<file path="config.mk">
export PLATFORM = sky130hd
export DESIGN_NAME = modbus_rtu_two_register_reader_flat
export DESIGN_NICKNAME = d
export VERILOG_FILES = /design/src/rtl/mbr_pkg.sv /design/src/rtl/mbr_if.sv /design/src/rtl/mbr_in_reg.sv /design/src/rtl/mbr_engine.sv /design/src/rtl/mbr_out_reg.sv /design/src/rtl/modbus_rtu_two_register_reader.sv /design/src/flat_wrapper.sv
export SDC_FILE = /design/constraint.sdc
export NUM_CORES = 1
export LEC_CHECK = 0
export BUFFER_PORTS_ARGS = -buffer_cell sky130_fd_sc_hd__buf_2
export CORE_ASPECT_RATIO = 1.75
export CORE_MARGIN = 2
export CORE_UTILIZATION = 40
export CTS_CLUSTER_DIAMETER = 40
export DETAILED_ROUTE_END_ITERATION = 12
export GPL_TIMING_DRIVEN = 0
export MAX_ROUTING_LAYER = met4
export RECOVER_POWER = 100
export SLEW_MARGIN = 20
export SYNTH_ARGS = -nofsm -noshare
export SYNTH_HDL_FRONTEND = slang
export SYNTH_SLANG_ARGS = --single-unit
export TNS_END_PERCENT = 100
</file>
<file path="constraint.sdc">
create_clock -name clk -period 17.9 [get_ports clk]
set_clock_uncertainty 0.2 [all_clocks]
set_input_delay 3.58 -clock clk [delete_from_list [all_inputs] [get_ports clk]]
set_output_delay 3.58 -clock clk [all_outputs]
set_load 0.1 [all_outputs]
</file>
<file path="src/rtl/mbr_pkg.sv">
package mbr_pkg;

    localparam int RESPONSE_BYTES = 9;
    localparam int STORE_DEPTH    = 7;
    localparam int STORE_IDX_W    = $clog2(STORE_DEPTH);
    localparam int CNT_W          = 4;
    localparam int FRAME_IDX_W    = 3;
    localparam int CFG_INDEX_W    = 1;
    localparam int CFG_DATA_W     = 16;

    localparam logic [15:0] CRC_INIT       = 16'hFFFF;
    localparam logic [15:0] CRC_POLY       = 16'hA001;
    localparam logic [7:0]  FUNC_READ      = 8'h03;
    localparam logic [7:0]  FUNC_READ_EXC  = 8'h83;
    localparam logic [15:0] REG_COUNT      = 16'h0002;
    localparam logic [7:0]  BYTE_COUNT     = 8'h04;
    localparam logic [15:0] TIMEOUT_RESET  = 16'd2000;
    localparam logic [15:0] TICKS_MAX      = 16'hFFFF;

    localparam logic [FRAME_IDX_W-1:0] FRAME_SLAVE   = 3'd0;
    localparam logic [FRAME_IDX_W-1:0] FRAME_FUNC    = 3'd1;
    localparam logic [FRAME_IDX_W-1:0] FRAME_ADDR_HI = 3'd2;
    localparam logic [FRAME_IDX_W-1:0] FRAME_ADDR_LO = 3'd3;
    localparam logic [FRAME_IDX_W-1:0] FRAME_CNT_HI  = 3'd4;
    localparam logic [FRAME_IDX_W-1:0] FRAME_CNT_LO  = 3'd5;
    localparam logic [FRAME_IDX_W-1:0] FRAME_CRC_LO  = 3'd6;
    localparam logic [FRAME_IDX_W-1:0] FRAME_CRC_HI  = 3'd7;

    typedef enum logic [1:0] {
        CMD_START   = 2'd0,
        CMD_RX_BYTE = 2'd1,
        CMD_TICK    = 2'd2
    } cmd_t;

    typedef enum logic [2:0] {
        ST_OK             = 3'd0,
        ST_TIMEOUT        = 3'd1,
        ST_SLAVE_MISMATCH = 3'd2,
        ST_EXCEPTION      = 3'd3,
        ST_UNKNOWN_FUNC   = 3'd4,
        ST_BAD_COUNT      = 3'd5,
        ST_NOT_CONNECTED  = 3'd6
    } status_t;

    typedef enum logic {
        KIND_TX     = 1'b0,
        KIND_REPORT = 1'b1
    } kind_t;

    typedef enum logic [CFG_INDEX_W-1:0] {
        CFG_LINK_ENABLED     = 1'b0,
        CFG_RESPONSE_TIMEOUT = 1'b1
    } cfg_index_t;

    typedef struct packed {
        logic [1:0]  command;
        logic [7:0]  target_id;
        logic [15:0] reg_addr;
        logic [7:0]  rx_byte;
    } item_t;

    typedef struct packed {
        kind_t       kind;
        logic [7:0]  tx_byte;
        logic        last;
        status_t     status;
        logic [7:0]  exception_code;
        logic [15:0] temperature_tenths;
        logic [15:0] humidity_tenths;
    } result_t;

    function automatic logic [15:0] crc_byte(input logic [15:0] crc, input logic [7:0] b);
        logic [15:0] c;
        c = crc ^ {8'h00, b};
        for (int i = 0; i < 8; i++)
        begin
            if (c[0])
            begin
                c = (c >> 1) ^ CRC_POLY;
            end
            else
            begin
                c = c >> 1;
            end
        end
        return c;
    endfunction

endpackage

</file>
<file path="src/rtl/mbr_if.sv">
interface mbr_item_if;
    logic        valid;
    logic        ready;
    logic [1:0]  command;
    logic [7:0]  target_id;
    logic [15:0] reg_addr;
    logic [7:0]  rx_byte;

    modport source (output valid, output command, output target_id, output reg_addr,
                    output rx_byte, input ready);
    modport sink   (input valid, input command, input target_id, input reg_addr,
                    input rx_byte, output ready);
endinterface

interface mbr_result_if;
    logic        valid;
    logic        ready;
    logic        kind;
    logic [7:0]  tx_byte;
    logic        last;
    logic [2:0]  status;
    logic [7:0]  exception_code;
    logic [15:0] temperature_tenths;
    logic [15:0] humidity_tenths;

    modport source (output valid, output kind, output tx_byte, output last, output status,
                    output exception_code, output temperature_tenths,
                    output humidity_tenths, input ready);
    modport sink   (input valid, input kind, input tx_byte, input last, input status,
                    input exception_code, input temperature_tenths,
                    input humidity_tenths, output ready);
endinterface

</file>
<file path="src/rtl/mbr_in_reg.sv">
module mbr_in_reg (
    input  logic          clk,
    input  logic          rst_n,
    mbr_item_if.sink      item,
    output mbr_pkg::item_t data,
    output logic          valid,
    input  logic          take
);
    import mbr_pkg::*;

    logic  valid_reg;
    logic  valid_next;
    item_t data_reg;

    assign item.ready = !valid_reg || take;
    assign valid      = valid_reg;
    assign data       = data_reg;

    always_comb
    begin
        valid_next = valid_reg;
        if (item.valid && item.ready)
        begin
            valid_next = 1'b1;
        end
        else if (take)
        begin
            valid_next = 1'b0;
        end
    end

    always_ff @(posedge clk or negedge rst_n)
    begin
        if (!rst_n)
        begin
            valid_reg <= 1'b0;
        end
        else
        begin
            valid_reg <= valid_next;
        end
    end

    always_ff @(posedge clk)
    begin
        if (item.valid && item.ready)
        begin
            data_reg.command   <= item.command;
            data_reg.target_id <= item.target_id;
            data_reg.reg_addr  <= item.reg_addr;
            data_reg.rx_byte   <= item.rx_byte;
        end
    end
endmodule

</file>
<file path="src/rtl/mbr_engine.sv">
module mbr_engine (
    input  logic                               clk,
    input  logic                               rst_n,
    input  mbr_pkg::item_t                     item,
    input  logic                               item_valid,
    output logic                               item_take,
    output mbr_pkg::result_t                   res,
    output logic                               res_load,
    input  logic                               out_free,
    input  logic                               cfg_we,
    input  logic [mbr_pkg::CFG_INDEX_W-1:0]    cfg_index,
    input  logic [mbr_pkg::CFG_DATA_W-1:0]     cfg_data
);
    import mbr_pkg::*;

    logic                   link_reg, link_next;
    logic [15:0]            timeout_reg, timeout_next;
    logic                   pending_reg, pending_next;
    logic [7:0]             expected_reg, expected_next;
    logic [CNT_W-1:0]       count_reg, count_next;
    logic [15:0]            ticks_reg, ticks_next;
    logic                   busy_reg, busy_next;
    logic [FRAME_IDX_W-1:0] idx_reg, idx_next;
    logic [15:0]            addr_reg, addr_next;
    logic [15:0]            crc_reg, crc_next;
    logic [7:0]             store_reg [STORE_DEPTH];
    logic [7:0]             store_next [STORE_DEPTH];

    logic [7:0]             frame_byte;
    logic [CNT_W-1:0]       count_inc;
    logic [15:0]            ticks_inc;
    result_t                report;

    always_comb
    begin
        case (idx_reg)
            FRAME_FUNC:    frame_byte = FUNC_READ;
            FRAME_ADDR_HI: frame_byte = addr_reg[15:8];
            FRAME_ADDR_LO: frame_byte = addr_reg[7:0];
            FRAME_CNT_HI:  frame_byte = REG_COUNT[15:8];
            FRAME_CNT_LO:  frame_byte = REG_COUNT[7:0];
            FRAME_CRC_LO:  frame_byte = crc_reg[7:0];
            FRAME_CRC_HI:  frame_byte = crc_reg[15:8];
            default:       frame_byte = expected_reg;
        endcase
    end

    always_comb
    begin
        report      = '0;
        report.kind = KIND_REPORT;
        if (store_reg[0] != expected_reg)
        begin
            report.status = ST_SLAVE_MISMATCH;
        end
        else if (store_reg[1] == FUNC_READ_EXC)
        begin
            report.status         = ST_EXCEPTION;
            report.exception_code = store_reg[2];
        end
        else if (store_reg[1] != FUNC_READ)
        begin
            report.status = ST_UNKNOWN_FUNC;
        end
        else if (store_reg[2] != BYTE_COUNT)
        begin
            report.status = ST_BAD_COUNT;
        end
        else
        begin
            report.status             = ST_OK;
            report.temperature_tenths = {store_reg[3], store_reg[4]};
            report.humidity_tenths    = {store_reg[5], store_reg[6]};
        end
    end

    assign count_inc = count_reg + CNT_W'(1);
    assign ticks_inc = (ticks_reg != TICKS_MAX) ? ticks_reg + 16'd1 : ticks_reg;
    assign item_take = item_valid && !busy_reg && out_free;

    always_comb
    begin
        link_next     = link_reg;
        timeout_next  = timeout_reg;
        pending_next  = pending_reg;
        expected_next = expected_reg;
        count_next    = count_reg;
        ticks_next    = ticks_reg;
        busy_next     = busy_reg;
        idx_next      = idx_reg;
        addr_next     = addr_reg;
        crc_next      = crc_reg;
        store_next    = store_reg;
        res           = '0;
        res_load      = 1'b0;

        if (busy_reg && out_free)
        begin
            res.kind    = KIND_TX;
            res.tx_byte = frame_byte;
            res.last    = (idx_reg == FRAME_CRC_HI);
            res_load    = 1'b1;
            idx_next    = idx_reg + FRAME_IDX_W'(1);
            if (idx_reg < FRAME_CRC_LO)
            begin
                crc_next = crc_byte(crc_reg, frame_byte);
            end
            if (idx_reg == FRAME_CRC_HI)
            begin
                busy_next = 1'b0;
            end
        end
        else if (item_take)
        begin
            case (cmd_t'(item.command))
                CMD_START:
                begin
                    if (!link_reg)
                    begin
                        res.kind   = KIND_REPORT;
                        res.status = ST_NOT_CONNECTED;
                        res_load   = 1'b1;
                    end
                    else
                    begin
                        res.kind      = KIND_TX;
                        res.tx_byte   = item.target_id;
                        res_load      = 1'b1;
                        crc_next      = crc_byte(CRC_INIT, item.target_id);
                        idx_next      = FRAME_FUNC;
                        busy_next     = 1'b1;
                        addr_next     = item.reg_addr;
                        pending_next  = 1'b1;
                        expected_next = item.target_id;
                        count_next    = '0;
                        ticks_next    = '0;
                    end
                end
                CMD_RX_BYTE:
                begin
                    if (pending_reg)
                    begin
                        if (count_reg < CNT_W'(STORE_DEPTH))
                        begin
                            store_next[count_reg[STORE_IDX_W-1:0]] = item.rx_byte;
                        end
                        count_next = count_inc;
                        if (count_inc == CNT_W'(RESPONSE_BYTES))
                        begin
                            pending_next = 1'b0;
                            count_next   = '0;
                            res          = report;
                            res_load     = 1'b1;
                        end
                    end
                end
                CMD_TICK:
                begin
                    if (pending_reg)
                    begin
                        ticks_next = ticks_inc;
                        if (ticks_inc >= timeout_reg)
                        begin
                            pending_next = 1'b0;
                            count_next   = '0;
                            res.kind     = KIND_REPORT;
                            res.status   = ST_TIMEOUT;
                            res_load     = 1'b1;
                        end
                    end
                end
                default:
                begin
                end
            endcase
        end

        if (cfg_we)
        begin
            case (cfg_index_t'(cfg_index))
                CFG_LINK_ENABLED:
                begin
                    link_next = cfg_data[0];
                    if (!cfg_data[0])
                    begin
                        pending_next = 1'b0;
                    end
                end
                CFG_RESPONSE_TIMEOUT:
                begin
                    timeout_next = cfg_data;
                end
                default:
                begin
                end
            endcase
        end
    end

    always_ff @(posedge clk or negedge rst_n)
    begin
        if (!rst_n)
        begin
            link_reg     <= 1'b0;
            timeout_reg  <= TIMEOUT_RESET;
            pending_reg  <= 1'b0;
            expected_reg <= '0;
            count_reg    <= '0;
            ticks_reg    <= '0;
            busy_reg     <= 1'b0;
            idx_reg      <= '0;
        end
        else
        begin
            link_reg     <= link_next;
            timeout_reg  <= timeout_next;
            pending_reg  <= pending_next;
            expected_reg <= expected_next;
            count_reg    <= count_next;
            ticks_reg    <= ticks_next;
            busy_reg     <= busy_next;
            idx_reg      <= idx_next;
        end
    end

    always_ff @(posedge clk)
    begin
        addr_reg  <= addr_next;
        crc_reg   <= crc_next;
        store_reg <= store_next;
    end
endmodule

</file>
<file path="src/rtl/mbr_out_reg.sv">
module mbr_out_reg (
    input  logic             clk,
    input  logic             rst_n,
    input  mbr_pkg::result_t data,
    input  logic             load,
    output logic             free,
    mbr_result_if.source     result
);
    import mbr_pkg::*;

    logic    valid_reg;
    logic    valid_next;
    result_t data_reg;

    assign free                      = !valid_reg || result.ready;
    assign result.valid              = valid_reg;
    assign result.kind               = data_reg.kind;
    assign result.tx_byte            = data_reg.tx_byte;
    assign result.last               = data_reg.last;
    assign result.status             = data_reg.status;
    assign result.exception_code     = data_reg.exception_code;
    assign result.temperature_tenths = data_reg.temperature_tenths;
    assign result.humidity_tenths    = data_reg.humidity_tenths;

    always_comb
    begin
        valid_next = valid_reg;
        if (load)
        begin
            valid_next = 1'b1;
        end
        else if (result.ready)
        begin
            valid_next = 1'b0;
        end
    end

    always_ff @(posedge clk or negedge rst_n)
    begin
        if (!rst_n)
        begin
            valid_reg <= 1'b0;
        end
        else
        begin
            valid_reg <= valid_next;
        end
    end

    always_ff @(posedge clk)
    begin
        if (load)
        begin
            data_reg <= data;
        end
    end
endmodule

</file>
<file path="src/rtl/modbus_rtu_two_register_reader.sv">
// Each item is captured in the input register, and its first result is registered in the output register.
// Byte and tick items are handled when taken; a start item holds the frame sequencer for its
// eight request bytes, one per cycle while the output is free, the CRC advancing a byte a cycle.
// Reset (rst_n, asynchronous, active low) closes the link, sets the timeout to 2000 ticks,
// drops any pending exchange and empties both registers; the response store is not cleared.
module modbus_rtu_two_register_reader (
    input  logic                            clk,
    input  logic                            rst_n,
    mbr_item_if.sink                        item,
    mbr_result_if.source                    result,
    input  logic                            cfg_we,
    input  logic [mbr_pkg::CFG_INDEX_W-1:0] cfg_index,
    input  logic [mbr_pkg::CFG_DATA_W-1:0]  cfg_data
);
    import mbr_pkg::*;

    item_t   item_data;
    logic    item_valid;
    logic    item_take;
    result_t res;
    logic    res_load;
    logic    out_free;

    mbr_in_reg u_in_reg (
        .clk   (clk),
        .rst_n (rst_n),
        .item  (item),
        .data  (item_data),
        .valid (item_valid),
        .take  (item_take)
    );

    mbr_engine u_engine (
        .clk        (clk),
        .rst_n      (rst_n),
        .item       (item_data),
        .item_valid (item_valid),
        .item_take  (item_take),
        .res        (res),
        .res_load   (res_load),
        .out_free   (out_free),
        .cfg_we     (cfg_we),
        .cfg_index  (cfg_index),
        .cfg_data   (cfg_data)
    );

    mbr_out_reg u_out_reg (
        .clk    (clk),
        .rst_n  (rst_n),
        .data   (res),
        .load   (res_load),
        .free   (out_free),
        .result (result)
    );
endmodule

</file>
<file path="src/flat_wrapper.sv">
// flat-port wrapper written by rule: the top's interface ports become plain ports
module modbus_rtu_two_register_reader_flat import mbr_pkg::*;
  (clk, rst_n, cfg_we, cfg_index, cfg_data, item_valid, item_command, item_target_id, item_reg_addr, item_rx_byte, item_ready, result_valid, result_kind, result_tx_byte, result_last, result_status, result_exception_code, result_temperature_tenths, result_humidity_tenths, result_ready);
  mbr_item_if item_i ();
  mbr_result_if result_i ();
  input  logic clk;
  input  logic rst_n;
  input  logic cfg_we;
  input  logic [mbr_pkg::CFG_INDEX_W-1:0] cfg_index;
  input  logic [mbr_pkg::CFG_DATA_W-1:0] cfg_data;
  input wire logic [$bits(item_i.valid)-1:0] item_valid;
  input wire logic [$bits(item_i.command)-1:0] item_command;
  input wire logic [$bits(item_i.target_id)-1:0] item_target_id;
  input wire logic [$bits(item_i.reg_addr)-1:0] item_reg_addr;
  input wire logic [$bits(item_i.rx_byte)-1:0] item_rx_byte;
  output wire logic [$bits(item_i.ready)-1:0] item_ready;
  output wire logic [$bits(result_i.valid)-1:0] result_valid;
  output wire logic [$bits(result_i.kind)-1:0] result_kind;
  output wire logic [$bits(result_i.tx_byte)-1:0] result_tx_byte;
  output wire logic [$bits(result_i.last)-1:0] result_last;
  output wire logic [$bits(result_i.status)-1:0] result_status;
  output wire logic [$bits(result_i.exception_code)-1:0] result_exception_code;
  output wire logic [$bits(result_i.temperature_tenths)-1:0] result_temperature_tenths;
  output wire logic [$bits(result_i.humidity_tenths)-1:0] result_humidity_tenths;
  input wire logic [$bits(result_i.ready)-1:0] result_ready;
  assign item_i.valid = item_valid;
  assign item_i.command = item_command;
  assign item_i.target_id = item_target_id;
  assign item_i.reg_addr = item_reg_addr;
  assign item_i.rx_byte = item_rx_byte;
  assign item_ready = item_i.ready;
  assign result_valid = result_i.valid;
  assign result_kind = result_i.kind;
  assign result_tx_byte = result_i.tx_byte;
  assign result_last = result_i.last;
  assign result_status = result_i.status;
  assign result_exception_code = result_i.exception_code;
  assign result_temperature_tenths = result_i.temperature_tenths;
  assign result_humidity_tenths = result_i.humidity_tenths;
  assign result_i.ready = result_ready;
  modbus_rtu_two_register_reader u_core (.clk(clk), .rst_n(rst_n), .item(item_i), .result(result_i), .cfg_we(cfg_we), .cfg_index(cfg_index), .cfg_data(cfg_data));
endmodule
</file>
Yosys cells after proc, flatten, opt, wreduce, memory -nomap -nowiden

Index checks and enable logic that the tools add are counted.

$add $sub $neg: 3
$lt $le $gt $ge: 5
Equality and inequality tests: 21
Muxes and demuxes: 131
Bitwise operators: 26
Reductions and logical operators: 30

Operator list:

| operator                                      | number |
|---|---|
| 2-to-1 mux 16 bit                             | 66 |
| 2-to-1 mux 53 bit                             | 2 |
| 2-to-1 mux 32 bit                             | 3 |
| 2-to-1 mux 40 bit                             | 2 |
| bitwise mux 56 bit                            | 1 |
| case mux 8 bit (7 select lines)               | 1 |
| 2-to-1 mux 52 bit                             | 1 |
| NOT 2 -> 3 bit                                | 16 |
| case mux 16 bit (2 select lines)              | 1 |
| 2-to-1 mux 1 bit                              | 29 |
| 2-to-1 mux 3 bit                              | 9 |
| demux 8 bit (select 3 bit)                    | 1 |
| 2-to-1 mux 8 bit                              | 3 |
| 2-to-1 mux 4 bit                              | 5 |
| adder 16 x 1 -> 16 bit, second input constant | 1 |
| greater-or-equal comparator 16 bit            | 1 |
| != test 16 bit, second input constant         | 1 |
| NOT 8 -> 16 bit                               | 1 |
| case mux 8 bit (2 select lines)               | 1 |
| XOR 16 x 8 -> 16 bit                          | 1 |
| equality test 3 bit, second input constant    | 4 |
| case mux 4 bit (3 select lines)               | 1 |
| AND reduction 4 bit                           | 3 |
| nonzero test 2 bit                            | 6 |
| 34 further kinds                              | 56 |

Bits in registers: 227
Bits of input ports: 56
Output and inout port bits: 55
Logic and storage cells: 246

Logic depth before layout (Yosys ltp)

Word-level depth: 49
Mapped depth: 17
Depth with buffers taken out: 17

By module

A second synthesis with hierarchy kept.

Cells, all modules: 697
Area total of the unflattened synthesis: 9723.1 um^2

Modules (own cells, without submodules):

| module      | instances | cells an instance | area each (um^2) | seq. area each (um^2) |
|---|---|---|---|---|
| mbr_engine  | 1         | 603               | 7009.2           | 3901.2 |
| mbr_out_reg | 1         | 56                | 1639.1           | 1616.6 |
| mbr_in_reg  | 1         | 38                | 1074.8           | 1046.0 |

Least setup slack after synthesis

No wires, ideal clock.

Path kind: in2reg
Start point: input result_ready
End point: register u_core.u_out_reg.data_reg (netlist bit u_core.u_out_reg.result.exception_code[0]), enable pin
Library setup time: 0.537 ns
Data arrival time: 7.998 ns
Required time: 17.163 ns
Slack: 9.165 ns
Stages: 6
Path buffers: 0
Path through: nand2b_1 > nor2b_1 > nand2_1 > nor2_1 > nand2_1 > o21ai_0

Word-level cells in the longest chain between the ends: 4
Elaborated cells between the ends (all ways): 5
Classes of those cells: 2 x mux; 3 x reduce/logical

Ends and longest elaborated chain:

| what                 | line                                 | RTL |
|---|---|---|
| start, declared      | flat_wrapper.sv:25                   | `input wire logic [$bits(result_i.ready)-1:0] result_ready;` |
| logical OR 1 bit *   | mbr_out_reg.sv:15                    | `assign free = !valid_reg \|\| result.ready;` |
| logical AND 1 bit    | mbr_engine.sv:79                     | `assign item_take = item_valid && !busy_reg && out_free;` |
| 2-to-1 mux 1 bit     | mbr_engine.sv:113                    | `else if (item_take)` |
| 2-to-1 mux 1 bit *   | mbr_engine.sv:97                     | `if (busy_reg && out_free)` |
| net u_core.res_load  | modbus_rtu_two_register_reader.sv:21 | `logic res_load;` |
| end signal, assigned | mbr_out_reg.sv:54                    | `data_reg <= data;` |
| end, declared        | mbr_out_reg.sv:13                    | `result_t data_reg;` |

The timed path passes the listed nets; every way through them passes the cells marked *.
A chain may end at the register's enable or synchronous reset.

Worst setup path in the final report

Start point: input result_ready
End point: output item_ready

Word-level cells in the longest chain between the ends: 3

Ends and longest elaborated chain:

| what              | line               | RTL |
|---|---|---|
| logical OR 1 bit  | mbr_out_reg.sv:15  |  |
| logical AND 1 bit | mbr_engine.sv:79   |  |
| logical OR 1 bit  | mbr_in_reg.sv:15   | `assign item.ready = !valid_reg \|\| take;` |
| end, declared     | flat_wrapper.sv:16 | `output wire logic [$bits(item_i.ready)-1:0] item_ready;` |

No other way between the ends.

==> impl_metrics.ini <==
[detailed_routing]
vias_per_cell = 5.02
drcViolationCount = 0
postRouteAntennaNets = 0
route.vias.total = 6032
routed_wl_um = 19900
drtPass1Iterations = 6
wl_per_cell_um = 16.6
drtIter0Drc = 278

[synthesis]
netlist_top_cells_count = edfxtp_1 (175), nand2_1 (77), dfrtp_1 (46), and2_1 (44), o21ai_0 (44)
ys_warn_count = 0
syn-num-nets = 824
synthTopCellsByArea = edfxtp_1 (53%), dfrtp_1 (12%), ha_1 (3.7%)
netlist.area_leader.share_pct = 53.3
synth_cells = 739
synth.most_common_cell = edfxtp_1
syn_area_per_cell_um2 = 13.3
seq_area_frac_synth_pct = 66.6
synth_ff_type = edfxtp_1
ys_types = 57
syn_area_um2 = 9850
ys_ff_latch = 227
async_flop_share_pct = 22.9
yosys.area.top_type = edfxtp_1
synth_edf_count = 175

[worst_setup_path]
reg2reg_from = u_core.u_engine.ticks_reg[7]
r2r_end = u_core.u_out_reg.result.tx_byte[6]
start_kind = input pin
path_class = input pin to primary output
critPathCaptureType = primary output
r2r_slack_ps = 10690
crit_arrival_ps = 5050
critPathMaxFanout = 5
reg2reg_depth = 17
required_ps = 14120

[layout]
fin_cells = 1202
fin_util_pct = 47.1
largest_register_ffs = 56
synthToLayoutAreaGrowth_pct = 16.8
diodes = 0
nNetsFinal = 962
drive_above_1_share_pct = 13.1

[global_route]
grt_max_degree = 53
overflow = 0
antenna_found_initial = 0
gr-usage-met1_pct = 18.2
grt_usage_pct = 16.1
grtUsageMet2_pct = 29.1
grt_pass1_vias = 6067
met3_usage_pct = 2.16
grt_pass1_wl_um = 31700
grt-busiest-layer = met2

[worst_hold_path]
worstHoldStart = u_core.u_in_reg.data[12]
worst_hold_path_type = register to register
hold_depth = 0
hold_end = u_core.u_engine.addr_reg[4]

[floorplanning]
core_um2 = 24400
fp.dieH_um = 212
io_pins = 111
rows = 76
initial_core_util_pct = 40.3
dieArea_um2 = 26000
die_w_um = 123

[clocking]
postCtsHoldBufs = 0
htreeDepth = 1
clockBufferDepth = 3
cts_tree = done
cts-root-buf = clkbuf_16
clk_latency_ps = 500
clkSlewWorstSetupHoldPaths_ps = 60
cts_buffers = 23
postCtsSetupBuffers = 0
clock_sinks = 227
post_cts_resized = 0

[place]
gp_congestion = 0.857
dp_cells = 1164
dp_slack_ps = 9550
numPortBuffers = 110
place_hpwl_um = 14700

[pwr]
power_density_nw_per_um2 = 196
ir_worst_vdd_mv = 0.128
p_leak_nw = 4.35
power.total_mw = 2.25

[timing]
grt_setup_unrepaired = false
finalCritPeriodShare_pct = 49.3
slew_violations = 64
fin_ws_ps = 9070
max_clock_freq_mhz = 113
slew_headroom_pct = -91.6
setup_viol = 0
tns_ps = 0
fin_crit_ps = 8830
hold_viol = 0
worst_pin_slew_ps = 2870

[flow_run]
maxCapViolations = 2

[run_status]
status = complete, but fails checks
violations = max-capacitance violations, max-slew violations
[layout by cell type, fill, tap and decap left out, types with 4 or more instances in the layout]
cell type and count:
edfxtp_1 175, clkbuf_1 85, nand2_1 77, buf_2 49, dfrtp_1 46, o21ai_0 44, inv_1 35, nor2_1 33
xnor2_1 29, ha_1 29, a21oi_1 28, and2_0 25, clkbuf_16 23, mux2_2 20, and2_1 20, xor2_1 15
nand3_1 14, nand2b_1 14, o31ai_1 10, nor3_1 9, nand4_1 7, nor2b_1 6, a222oi_1 6, dfstp_2 6
mux2i_1 5, a21o_1 5, a22o_1 5, bufinv_16 5, nor4_1 4, or4_1 4, a31oi_1 4, o2bb2ai_1 4
clkinv_1 4
[worst max-delay path by stage]
stage,start,to,slack [ps],depth (start not counted)
detailed placement,result_ready,item_ready,9550,5
floorplan,result_ready,u_core.u_out_reg.result.exception_code[0],9170,6
global placement,result_ready,u_core.u_out_reg.result.tx_byte[3],7260,7
finish,result_ready,item_ready,9070,5
CTS,result_ready,item_ready,9540,5
global route,result_ready,item_ready,8990,5
[worst max-delay path, stage by stage]
cell	delay [ps]
clkbuf_1	110
nand2b_1	210
nand2b_1	110
nand2_1	140
clkbuf_1	890
[stage by stage]
step	area, µm²	hold slack (ps)
global placement	10800	204
CTS	11700	220
detailed placement	10900	205
global route	11500	227
floorplan	9850	200
finish	11500	218
[report_power, final]
part	switching, mW	internal [mW]	leakage, nW
clock	0.198	0.308	0.381
combinational	0.690	0.260	1.67
sequential	0.0671	0.728	2.29
total	0.955	1.29	4.35
[area by class of cell]
cell class              instances  area, µm²
clock inverters                14        206
plain buffers                  23        103
flip-flops and latches        227       6560
well taps                     312        390
multi-input cells             454       3050
fillers                      2236      12900
repair buffers                113        484
clock buffers                  24        579
inverters                      35        131
[layer usage]
metal	part of all wire, %	vias to the layer above
met5	0	-
met4	2.9	0
met3	4.7	47
met2	54	160
met1	39	2883
li1	-	2942
[cell families (layout without fill, tap and decap cells)]
group	after synthesis	count (layout)	share of synthesized area [%]
muxes	27	27	3.25
and+or+nand+nor	225	225	11.5
AOI/OAI and AO/OA	125	125	7.99
DFF	227	227	66.6
buffers and inverters	58	209	2.37
adders and majority gates	29	29	3.68
xor gates and xnor gates	48	48	4.63
Power figures use the tool's default switching activity.
